`src/design/assert_macros.svh`:
```
// Assertion macros shared by the detector RTL.
// Each macro expects clk and rst_n in the enclosing module.
`ifndef ASSERT_MACROS_SVH
`define ASSERT_MACROS_SVH

// same-cycle implication
`define FDT_ASSERT_NOW(lbl, ante, cons) \
  lbl: assert property (@(posedge clk) disable iff (!rst_n) (ante) |-> (cons)) \
    else $error("fdt assertion failed");

// next-cycle implication
`define FDT_ASSERT_NEXT(lbl, ante, cons) \
  lbl: assert property (@(posedge clk) disable iff (!rst_n) (ante) |=> (cons)) \
    else $error("fdt assertion failed");

`endif

```
`src/design/fdt_pkg.sv`:
```
// Shared types, constants and functions of the force double-tap detector.
// No dependencies; used by every other RTL file.
`default_nettype none

package fdt_pkg;

  localparam int FORCE_BITS    = 16;
  localparam int AXES          = 3;
  localparam int ABS_BITS      = 16;
  localparam int SQ_BITS       = 31;
  localparam int D2_BITS       = 32;
  localparam int TH_BITS       = 15;
  localparam int TH2_BITS      = 2 * TH_BITS;
  localparam int CNT_BITS      = 16;
  localparam int TAP_BITS      = 2;
  localparam int CFG_DATA_BITS = 16;
  localparam int CFG_IDX_BITS  = 2;
  localparam int WIDE_BITS     = (FORCE_BITS > ABS_BITS) ? FORCE_BITS + 1 : ABS_BITS + 1;

  localparam logic [ABS_BITS-1:0] ABS_CAP    = {1'b1, {(ABS_BITS-1){1'b0}}};
  localparam logic [TAP_BITS-1:0] TAPS_DONE  = TAP_BITS'(2);
  localparam logic [CNT_BITS-1:0] CNT_MAX    = '1;
  localparam logic [TH2_BITS-1:0] PRESS2_RST = TH2_BITS'(128 * 128);
  localparam logic [TH2_BITS-1:0] RELEASE2_RST = TH2_BITS'(64 * 64);
  localparam logic [CNT_BITS-1:0] WINDOW_RST = CNT_BITS'(500);
  localparam logic [CNT_BITS-1:0] REBASE_RST = CNT_BITS'(2000);

  typedef enum logic {
    CMD_START  = 1'b0,
    CMD_SAMPLE = 1'b1
  } cmd_t;

  typedef enum logic [CFG_IDX_BITS-1:0] {
    REG_PRESS_TH   = 2'd0,
    REG_RELEASE_TH = 2'd1,
    REG_WINDOW     = 2'd2,
    REG_REBASE     = 2'd3
  } cfg_reg_t;

  typedef logic [AXES-1:0][FORCE_BITS-1:0] force_vec_t;
  typedef logic [AXES-1:0][SQ_BITS-1:0]    sq_vec_t;

  typedef struct packed {
    cmd_t       cmd;
    force_vec_t frc;
    sq_vec_t    sq;
  } beat_t;

  typedef struct packed {
    logic       rebase;
    force_vec_t base;
  } base_t;

  // squared per-axis deviation; magnitude capped at 2^15, beyond any threshold
  function automatic logic [SQ_BITS-1:0] dev_sq(logic [FORCE_BITS-1:0] f,
                                                logic [FORCE_BITS-1:0] b);
    logic signed [FORCE_BITS:0] fs;
    logic signed [FORCE_BITS:0] bs;
    logic signed [FORCE_BITS:0] d;
    logic [FORCE_BITS:0]        mag;
    logic [WIDE_BITS-1:0]       m;
    logic [ABS_BITS-1:0]        a;
    logic [2*ABS_BITS-1:0]      aw;
    logic [2*ABS_BITS-1:0]      p;
    fs  = $signed(f);
    bs  = $signed(b);
    d   = fs - bs;
    mag = d[FORCE_BITS] ? (~d + 1'b1) : d;
    m   = WIDE_BITS'(mag);
    a   = (m > WIDE_BITS'(ABS_CAP)) ? ABS_CAP : m[ABS_BITS-1:0];
    aw  = (2*ABS_BITS)'(a);
    p   = aw * aw;
    return p[SQ_BITS-1:0];
  endfunction

  function automatic logic [CNT_BITS-1:0] sat_inc(logic [CNT_BITS-1:0] c);
    return (c == CNT_MAX) ? c : c + 1'b1;
  endfunction

endpackage

`default_nettype wire

```
`src/design/fdt_capture.sv`:
```
// Input stage: registers the beat together with its squared per-axis deviations.
// Depends on fdt_pkg and assert_macros.svh; fed the baseline by fdt_update.
`default_nettype none
`include "assert_macros.svh"

module fdt_capture (
  input  logic               clk,
  input  logic               rst_n,
  input  logic               in_valid,
  output logic               in_ready,
  input  fdt_pkg::cmd_t      in_cmd,
  input  fdt_pkg::force_vec_t in_frc,
  input  fdt_pkg::base_t     base,
  input  logic               take,
  output logic               cap_valid,
  output fdt_pkg::beat_t     beat
);
  import fdt_pkg::*;

  logic       cap_valid_r, cap_valid_nxt;
  logic       cap_stale_r, cap_stale_nxt;
  beat_t      beat_r, beat_nxt;
  logic       load;
  force_vec_t src_frc;
  sq_vec_t    sq;

  assign in_ready  = !cap_valid_r || take;
  assign load      = in_valid && in_ready;
  assign cap_valid = cap_valid_r && !cap_stale_r;
  assign beat      = beat_r;

  // a stale beat is recomputed in place against the new baseline
  assign src_frc = load ? in_frc : beat_r.frc;

  always_comb begin
    for (int i = 0; i < AXES; i++) begin
      sq[i] = dev_sq(src_frc[i], base.base[i]);
    end
    beat_nxt.cmd  = load ? in_cmd : beat_r.cmd;
    beat_nxt.frc  = src_frc;
    beat_nxt.sq   = sq;
    cap_valid_nxt = load ? 1'b1 : (take ? 1'b0 : cap_valid_r);
    cap_stale_nxt = load && base.rebase;
  end

  always_ff @(posedge clk) begin
    if (!rst_n) begin
      cap_valid_r <= 1'b0;
      cap_stale_r <= 1'b0;
    end else begin
      cap_valid_r <= cap_valid_nxt;
      cap_stale_r <= cap_stale_nxt;
    end
  end

  always_ff @(posedge clk) begin
    if (load || cap_stale_r) begin
      beat_r <= beat_nxt;
    end
  end

  `FDT_ASSERT_NOW(a_stale_held, cap_stale_r, cap_valid_r && !take)
  `FDT_ASSERT_NEXT(a_stale_one_cycle, cap_stale_r, !cap_stale_r && cap_valid_r)

endmodule

`default_nettype wire

```
`src/design/fdt_update.sv`:
```
// Detector state, configuration registers and result register.
// Depends on fdt_pkg and assert_macros.svh; consumes beats from fdt_capture.
`default_nettype none
`include "assert_macros.svh"

module fdt_update (
  input  logic                                 clk,
  input  logic                                 rst_n,
  input  logic                                 cfg_we,
  input  logic [fdt_pkg::CFG_IDX_BITS-1:0]     cfg_index,
  input  logic [fdt_pkg::CFG_DATA_BITS-1:0]    cfg_data,
  input  logic                                 cap_valid,
  input  fdt_pkg::beat_t                       beat,
  output logic                                 take,
  output fdt_pkg::base_t                       base,
  output logic                                 out_valid,
  input  logic                                 out_ready,
  output logic                                 out_done_res,
  output logic [fdt_pkg::TAP_BITS-1:0]         out_tap_count,
  output logic                                 out_armed
);
  import fdt_pkg::*;

  logic [TH2_BITS-1:0] p2_r, r2_r;
  logic [CNT_BITS-1:0] tw_r, rb_r;
  logic [TH2_BITS-1:0] th_w, th_sq;

  force_vec_t          base_r, base_nxt;
  logic [TAP_BITS-1:0] taps_r, taps_nxt;
  logic                allowed_r, allowed_nxt;
  logic [CNT_BITS-1:0] sp_r, sp_nxt;
  logic [CNT_BITS-1:0] sa_r, sa_nxt;
  logic                fin_r, fin_nxt;
  logic                change;
  logic                pressed, released;
  logic [D2_BITS-1:0]  d2;

  logic                out_valid_r;
  logic                done_r;
  logic [TAP_BITS-1:0] tap_r;
  logic                armed_r;

  assign th_w  = TH2_BITS'(cfg_data[TH_BITS-1:0]);
  assign th_sq = th_w * th_w;

  always_ff @(posedge clk) begin
    if (!rst_n) begin
      p2_r <= PRESS2_RST;
      r2_r <= RELEASE2_RST;
      tw_r <= WINDOW_RST;
      rb_r <= REBASE_RST;
    end else if (cfg_we) begin
      unique case (cfg_reg_t'(cfg_index))
        REG_PRESS_TH:   p2_r <= th_sq;
        REG_RELEASE_TH: r2_r <= th_sq;
        REG_WINDOW:     tw_r <= cfg_data[CNT_BITS-1:0];
        REG_REBASE:     rb_r <= cfg_data[CNT_BITS-1:0];
      endcase
    end
  end

  assign take = cap_valid && (!out_valid_r || out_ready);
  assign d2   = D2_BITS'(beat.sq[0]) + D2_BITS'(beat.sq[1]) + D2_BITS'(beat.sq[2]);

  always_comb begin
    base_nxt    = base_r;
    taps_nxt    = taps_r;
    allowed_nxt = allowed_r;
    sp_nxt      = sp_r;
    sa_nxt      = sa_r;
    fin_nxt     = fin_r;
    change      = 1'b0;
    pressed     = 1'b0;
    released    = 1'b0;
    if (take) begin
      if (beat.cmd == CMD_START) begin
        base_nxt    = beat.frc;
        taps_nxt    = '0;
        allowed_nxt = 1'b1;
        sp_nxt      = '0;
        sa_nxt      = '0;
        fin_nxt     = 1'b0;
        change      = 1'b1;
      end else if (!fin_r) begin
        pressed = allowed_r && (d2 > D2_BITS'(p2_r));
        if (pressed) begin
          if (taps_r < TAPS_DONE) begin
            taps_nxt = TAP_BITS'(taps_r + 1'b1);
          end
          allowed_nxt = 1'b0;
        end
        released = (taps_nxt != '0) && (d2 < D2_BITS'(r2_r));
        if (released) begin
          allowed_nxt = 1'b1;
        end
        sp_nxt = pressed ? '0 : sat_inc(sp_r);
        sa_nxt = (pressed || released) ? '0 : sat_inc(sa_r);
        if (sp_nxt > tw_r) begin
          taps_nxt = '0;
        end
        if (sa_nxt > rb_r) begin
          base_nxt = beat.frc;
          sa_nxt   = '0;
          change   = 1'b1;
        end
        if (taps_nxt >= TAPS_DONE) begin
          fin_nxt = 1'b1;
        end
      end
    end
  end

  assign base.rebase = change;
  assign base.base   = base_r;

  always_ff @(posedge clk) begin
    if (!rst_n) begin
      base_r      <= '0;
      taps_r      <= '0;
      allowed_r   <= 1'b1;
      sp_r        <= '0;
      sa_r        <= '0;
      fin_r       <= 1'b0;
      out_valid_r <= 1'b0;
    end else begin
      base_r      <= base_nxt;
      taps_r      <= taps_nxt;
      allowed_r   <= allowed_nxt;
      sp_r        <= sp_nxt;
      sa_r        <= sa_nxt;
      fin_r       <= fin_nxt;
      out_valid_r <= take ? 1'b1 : (out_ready ? 1'b0 : out_valid_r);
    end
  end

  always_ff @(posedge clk) begin
    if (take) begin
      done_r  <= fin_nxt;
      tap_r   <= taps_nxt;
      armed_r <= allowed_nxt;
    end
  end

  assign out_valid     = out_valid_r;
  assign out_done_res  = done_r;
  assign out_tap_count = tap_r;
  assign out_armed     = armed_r;

  `FDT_ASSERT_NOW(a_done_two_taps, fin_r, taps_r == TAPS_DONE)
  `FDT_ASSERT_NEXT(a_start_clears, take && beat.cmd == CMD_START,
                   !fin_r && allowed_r && taps_r == '0)

endmodule

`default_nettype wire

```
`src/design/force_double_tap_detector.sv`:
```
// Top level of the force double-tap detector.
// Depends on fdt_pkg, fdt_capture and fdt_update.
//
// One beat is accepted per clock while in_ready is high; it passes through the
// capture register into the output register. While the output is stalled the
// capture register holds one more beat, and after that in_ready drops until the
// result beat is taken. The capture stage squares the three per-axis deviations
// from the baseline in its multipliers; the update stage sums them, compares
// against the squared thresholds and advances the tap state. A beat captured in
// the same cycle that a start or a baseline re-capture is applied is held in the
// capture register while its squares are redone against the new baseline in the
// capture multipliers. Threshold squares are formed when the register is written.
// No clearing pass after reset.
`default_nettype none

module force_double_tap_detector (
  input  logic                                  clk,
  input  logic                                  rst_n,
  input  logic                                  in_valid,
  output logic                                  in_ready,
  input  logic                                  in_command,
  input  logic signed [fdt_pkg::FORCE_BITS-1:0] in_force_x,
  input  logic signed [fdt_pkg::FORCE_BITS-1:0] in_force_y,
  input  logic signed [fdt_pkg::FORCE_BITS-1:0] in_force_z,
  output logic                                  out_valid,
  input  logic                                  out_ready,
  output logic                                  out_done_res,
  output logic [fdt_pkg::TAP_BITS-1:0]          out_tap_count,
  output logic                                  out_armed,
  input  logic                                  cfg_we,
  input  logic [fdt_pkg::CFG_IDX_BITS-1:0]      cfg_index,
  input  logic [fdt_pkg::CFG_DATA_BITS-1:0]     cfg_data
);
  import fdt_pkg::*;

  force_vec_t in_frc;
  cmd_t       in_cmd;
  base_t      base;
  beat_t      beat;
  logic       take;
  logic       cap_valid;

  assign in_frc[0] = in_force_x;
  assign in_frc[1] = in_force_y;
  assign in_frc[2] = in_force_z;
  assign in_cmd    = cmd_t'(in_command);

  fdt_capture u_capture (
    .clk       (clk),
    .rst_n     (rst_n),
    .in_valid  (in_valid),
    .in_ready  (in_ready),
    .in_cmd    (in_cmd),
    .in_frc    (in_frc),
    .base      (base),
    .take      (take),
    .cap_valid (cap_valid),
    .beat      (beat)
  );

  fdt_update u_update (
    .clk           (clk),
    .rst_n         (rst_n),
    .cfg_we        (cfg_we),
    .cfg_index     (cfg_index),
    .cfg_data      (cfg_data),
    .cap_valid     (cap_valid),
    .beat          (beat),
    .take          (take),
    .base          (base),
    .out_valid     (out_valid),
    .out_ready     (out_ready),
    .out_done_res  (out_done_res),
    .out_tap_count (out_tap_count),
    .out_armed     (out_armed)
  );

endmodule

`default_nettype wire

```
`config.mk`:
```
export PLATFORM = sky130hd
export DESIGN_NAME = force_double_tap_detector
export DESIGN_NICKNAME = d
export VERILOG_FILES = /design/src/design/fdt_pkg.sv /design/src/design/fdt_capture.sv /design/src/design/fdt_update.sv /design/src/design/force_double_tap_detector.sv
export VERILOG_INCLUDE_DIRS = /design/src /design/src/design
export SDC_FILE = /design/constraint.sdc
export NUM_CORES = 2
export LEC_CHECK = 0
export BUFFER_PORTS_ARGS = -buffer_cell sky130_fd_sc_hd__buf_2
export CAP_MARGIN = 10
export CORE_MARGIN = 4
export CORE_UTILIZATION = 40
export CTS_BUF_LIST = sky130_fd_sc_hd__clkbuf_16
export DETAILED_ROUTE_END_ITERATION = 16
export PLACE_DENSITY_LB_ADDON = 0.15
export SLEW_MARGIN = 20
export SYNTH_ARGS = -nofsm -noshare
export SYNTH_HDL_FRONTEND = slang
export SYNTH_SLANG_ARGS = --single-unit
```
`constraint.sdc`:
```
create_clock -name clk -period 25.9 [get_ports clk]
set_input_delay 1.295 -clock clk [delete_from_list [all_inputs] [get_ports clk]]
set_output_delay 1.295 -clock clk [all_outputs]
set_load 0.005 [all_outputs]
```
# After elaboration in Yosys (flattened, before gate mapping)

Index checks and enable logic that the tools add are counted.

Shifts and indexed selects: 0
Multiplexer cells: 48
Div/mod/pow operators: 0
Reduce and logical (&&, ||, !) cells: 24
Equal/unequal tests: 7
Multipliers: 4
$lt $le $gt $ge: 9
Bitwise gates (word level): 3
Add/sub/neg operators: 11

Operators with widths:

| cell                                                             | number |
|---|---|
| two-way mux 16 bit                                               | 12 |
| two-way mux 48 bit                                               | 4 |
| multiplier 16 x 16 -> 31 bit                                     | 3 |
| adder 17 x 1 -> 17 bit (second input constant)                   | 3 |
| greater-than comparator 17 x 16 -> 1 bit (second input constant) | 3 |
| two-way mux 17 bit                                               | 3 |
| inverter 17 bit                                                  | 3 |
| subtractor 16 x 16 -> 17 bit                                     | 3 |
| adder 16 x 1 -> 16 bit (second input constant)                   | 2 |
| adder 31 x 31 -> 32 bit                                          | 1 |
| adder 32 x 31 -> 32 bit                                          | 1 |
| equality test 16 bit (second input constant)                     | 2 |
| greater-than comparator 16 bit                                   | 2 |
| greater-than comparator 32 x 30 -> 1 bit                         | 1 |
| less-than comparator 32 x 30 -> 1 bit                            | 1 |
| multiplier 15 x 15 -> 30 bit                                     | 1 |
| two-way mux 2 bit                                                | 12 |
| two-way mux 1 bit                                                | 17 |
| AND reduction 2 bit                                              | 6 |
| logical AND 1 bit                                                | 6 |
| nonzero test 2 bit                                               | 3 |
| equality test 2 bit (second input constant)                      | 2 |
| logical OR 1 bit                                                 | 4 |
| logical NOT 1 bit                                                | 3 |
| other kinds (8)                                                  | 8 |

Memories: 0
Bits in writable memories: 0
Input bits: 72
Register bits after elaboration: 325
Bits in read-only memories: 0
Output and inout port bits: 6
Latch bits: 0
Word-level logic and storage cells: 131

# Depth between registers and ports, before layout

Depth after elaboration: 18
Depth in mapped cells: 48
Depth with buffers taken out: 44

# Hierarchy

Synthesis repeated with hierarchy kept, for this count alone.

Cell total of the unflattened synthesis: 5461
Area, all modules: 49097.1 µm²

By module, submodules not included:

| module      | cells each | area each (µm²) | instances |
|---|---|---|---|
| fdt_capture | 3282       | 30798.3         | 1 |
| fdt_update  | 2179       | 18298.8         | 1 |

# Worst setup path after synthesis

No wires, ideal clock.

Path type: input port to flip-flop
From: input out_ready
To: register u_capture.beat_r, in the netlist u_capture.beat[30] (data pin)
Path buffers: 3
Arrival: 11.236 ns
Setup time: 0.266 ns
Stages: 45
Slack: 14.398 ns
Required time: 25.634 ns
Path through: nand2b_1 nand2b_1 nand2_1 nand2_1 inv_1 clkbuf_1 mux2_2 inv_1 ha_1 fa_1 nor2b_1 o2111ai_1 a31o_2 a211oi_1 o2111a_1 nor4b_1 a31oi_1 mux2i_1 [9 not listed] fa_1 inv_1 fa_1 inv_1 fa_1 inv_1 ha_1 a21o_1 a21o_1 nor2_1 a21oi_1 o41ai_1 a21oi_1 a31oi_1 o21ai_0 a41o_1 o41ai_1 xnor2_1

RTL lines:

| element              | RTL line                        | text |
|---|---|---|
| start, declared      | force_double_tap_detector.sv:26 | `input logic out_ready,` |
| end signal, assigned | fdt_capture.sv:58               | `beat_r <= beat_nxt;` |
| end, declared        | fdt_capture.sv:22               | `beat_t beat_r, beat_nxt;` |

==> impl_results.md <==
- Post-synth EDFFs: 143
- Final critical-path share of the clock period: 50.0%
- CTS HTree Levels: 2
- Fraction of layout cells with a size suffix above 1: 5.70%
- Routed WL: 120 mm
- Die span in x: 354 um
- Cts repair resizes: 0
- FMAX: 77.2 MHz
- Crit path largest cell delay: 0.59 ns
- Critical Path Start Type: primary input
- Vias/cell: 5.12
- Setup Skew: 0.0255 ns
- Post-CTS Setup Inserts: 0
- Count leader, synth: inv_1
- Ports: 78
- Worst Path Required: 26.26 ns
- CP most frequent cell: fa_1
- GR Util met2: 33.2%
- Minimum clock period: 12.96 ns
- Max Cap Violations: 0
- I/O Buffers: 77
- Hold Path Class: reg2reg
- Slew Viols, Final: 0
- Fillcell total: 11813
- R2R depth: 44
- GRT met1 Usage: 27.3%
- Seq cells post-synth: 320
- Commonest cells in the netlist: 994 x inv_1, 661 x fa_1, 549 x ha_1
- GR peak layer: met2
- Core area: 118000 um^2
- Worst-Skew Late Latency: 0.63 ns
- Multi-input logic area: 36000 um^2
- Clock Tree Root: clkbuf_16
- Sink Count: 320
- Overflow after GRT: 0
- Starting Density: 40.4%
- Drt pass-1 iters: 5
- Cells after synthesis: 5278
- Die ar.: 125000 um^2
- CTS tree: done
- Post-Syn Area: 47800 um^2
- Row count: 126
- Largest net degree at the start of global routing: 75
- Crit-path slowest cell: buf_4
- CP endpoint kind: register
- Ys async rst share: 0%
- Ys Warns: 0
- GR Util met3: 2.14%
- CTS Buf Count: 43
- Worst-path maximum fanout: 38
- Fin nets: 6650
- Via count: 35851
- Antenna Nets Post-Route: 0
- Primary FF master, synth: dfxtp_1
- Status: finished, final reports clean
- WP data arrival: 13.31 ns
- Hold buffers post-CTS: 0
- DPL Wire Length: 97.6 mm
- Count of final hold-check violations: 0
- GPL Wtd Cong: 0.855
- Initial antenna violation count: 4
- Crit path kind: in2reg
- Die Ht: 354 um
- Slew @ Worst Pin: 1.17 ns
- Number of DRC markers in iteration 0: 1964
- Slew headroom: 21.7%
- RSZ-0062 raised after global routing: no
- Yosys cell types: 94
- First-pass GRT wire length: 199 mm
- Setup slack, reg-to-reg: 13.24 ns
- Largest cells by area after synthesis: fa_1 28%, ha_1 14%, edfxtp_1 9.0%
- DR DRC count: 0
- Final setup fails: 0
- FF+latch area: 7840 um^2
- Clock-pin slew on the worst setup and hold paths: 0.06 ns
- Layout area overhead: 8.30%
- Area leader, netlist: fa_1
- Synth top area share: 27.7%
- Hold-critical path depth: 2
- CTS max path bufs: 3
- WL/cell: 17.1 um
- Synth Area per Inst: 9.06 um^2
- All-Layer GR Usage: 19.6%
- Post-synthesis sequential area ratio: 16.4%
- Sum Neg Setup Slack: 0 ns
- Vias in the first global route: 36867
[logic make-up (layout without fill, tap and decap cells)]
family / Yosys count / after routing / share of synthesized area (%)
muxes: 107 / 107 / 2.38
AOI/OAI and AO/OA: 804 / 804 / 11.1
other: 2 / 70 / 0.0157
adders and majority gates: 1210 / 1210 / 42.0
and+or+nand+nor: 1423 / 1423 / 14.0
DFF: 320 / 320 / 16.4
buffers and inverters: 1145 / 1204 / 9.06
xor gates and xnor gates: 267 / 267 / 4.96
[flip-flops by register name, summed over array words and instances (netlist names)]
name / count
u_capture.beat: 139
u_update.base: 48
u_update.p2_r: 29
u_update.r2_r: 29
u_update.rb_r: 16
u_update.sa_r: 16
u_update.sp_r: 16
u_update.tw_r: 16
u_update.out_tap_count: 2
u_update.taps_r: 2
u_capture.cap_stale_r: 1
u_capture.cap_valid_r: 1
u_update.allowed_r: 1
u_update.fin_r: 1
u_update.out_armed: 1
u_update.out_done_res: 1
u_update.out_valid: 1
[cell usage in the layout (no fill, tap or decap), drive strengths merged, types with 30 or more instances in the layout]
master / synthesis / layout
or3: 30 / 30
nor2b: 38 / 38
nor2: 348 / 348
dfxtp: 177 / 177
and2: 83 / 83
a21oi: 261 / 261
fa: 661 / 661
a211oi: 32 / 32
inv: 995 / 1006
clkbuf: 113 / 43
nand2: 417 / 417
nand2b: 46 / 46
a31oi: 35 / 35
conb: 2 / 67
ha: 549 / 549
edfxtp: 143 / 143
nand3: 157 / 157
xor2: 84 / 84
nand4: 42 / 42
nor3: 138 / 138
mux2: 52 / 52
xnor2: 183 / 183
o21ai: 116 / 116
a21o: 101 / 101
mux2i: 55 / 55
o21a: 41 / 41
and3: 48 / 48
buf: 35 / 128
[worst paths after layout]
| path | endpoint | from |
|---|---|---|
| worst max-delay path | u_capture.beat[30] | out_ready |
| worst min-delay path | u_update.tw_r[1] | u_update.tw_r[1] |
| worst max register to register | u_capture.beat[30] | u_capture.cap_stale_r |
| worst min register to register | u_update.tw_r[1] | u_update.tw_r[1] |
[cell type report]
type,instances,share of cell area [%]
Clock buffer,43,2.08
Sequential cell,320,15.1
Multi-Input combinational cell,3878,69.5
Clock inverter,36,0.718
Antenna cell,3,0.0145
Inverter,997,7.23
Tap cell,1600,3.87
Timing Repair Buffer,128,1.50
[per-layer routing]
layer | routed length (um) | up-vias
met5 | 0 | -
li1 | - | 17441
met4 | 2380 | 0
met1 | 55800 | 17648
met2 | 57200 | 622
met3 | 4660 | 140
[per-stage QoR]
step | setup slack, ns | area [um^2] | instances | util (%) | hold slack (ns)
after floorplan | 14.40 | 48100 | 5343 | - | 0.432
after global placement | 12.36 | 50300 | 6922 | 42.5 | 0.442
after detailed placement | 12.05 | 50300 | 6922 | 42.5 | 0.448
after CTS | 12.77 | 51700 | 7001 | 43.7 | 0.456
after global routing | 12.15 | 51800 | 7005 | 43.7 | 0.468
final | 12.94 | 51800 | 7005 | 43.7 | 0.454
[critical path, delay by kind of cell]
| family | cells | cell delay, ns |
|---|---|---|
| adders and majority gates | 9 | 4.04 |
| muxes | 2 | 0.47 |
| buffers and inverters | 10 | 1.58 |
| AOI/OAI and AO/OA | 14 | 3.63 |
| xor gates and xnor gates | 1 | 0.11 |
| and+or+nand+nor | 9 | 2.05 |
Power is left out: the tool's default activity adds up to more than one toggle a clock period on the data nets, which glitch-free logic cannot reach.
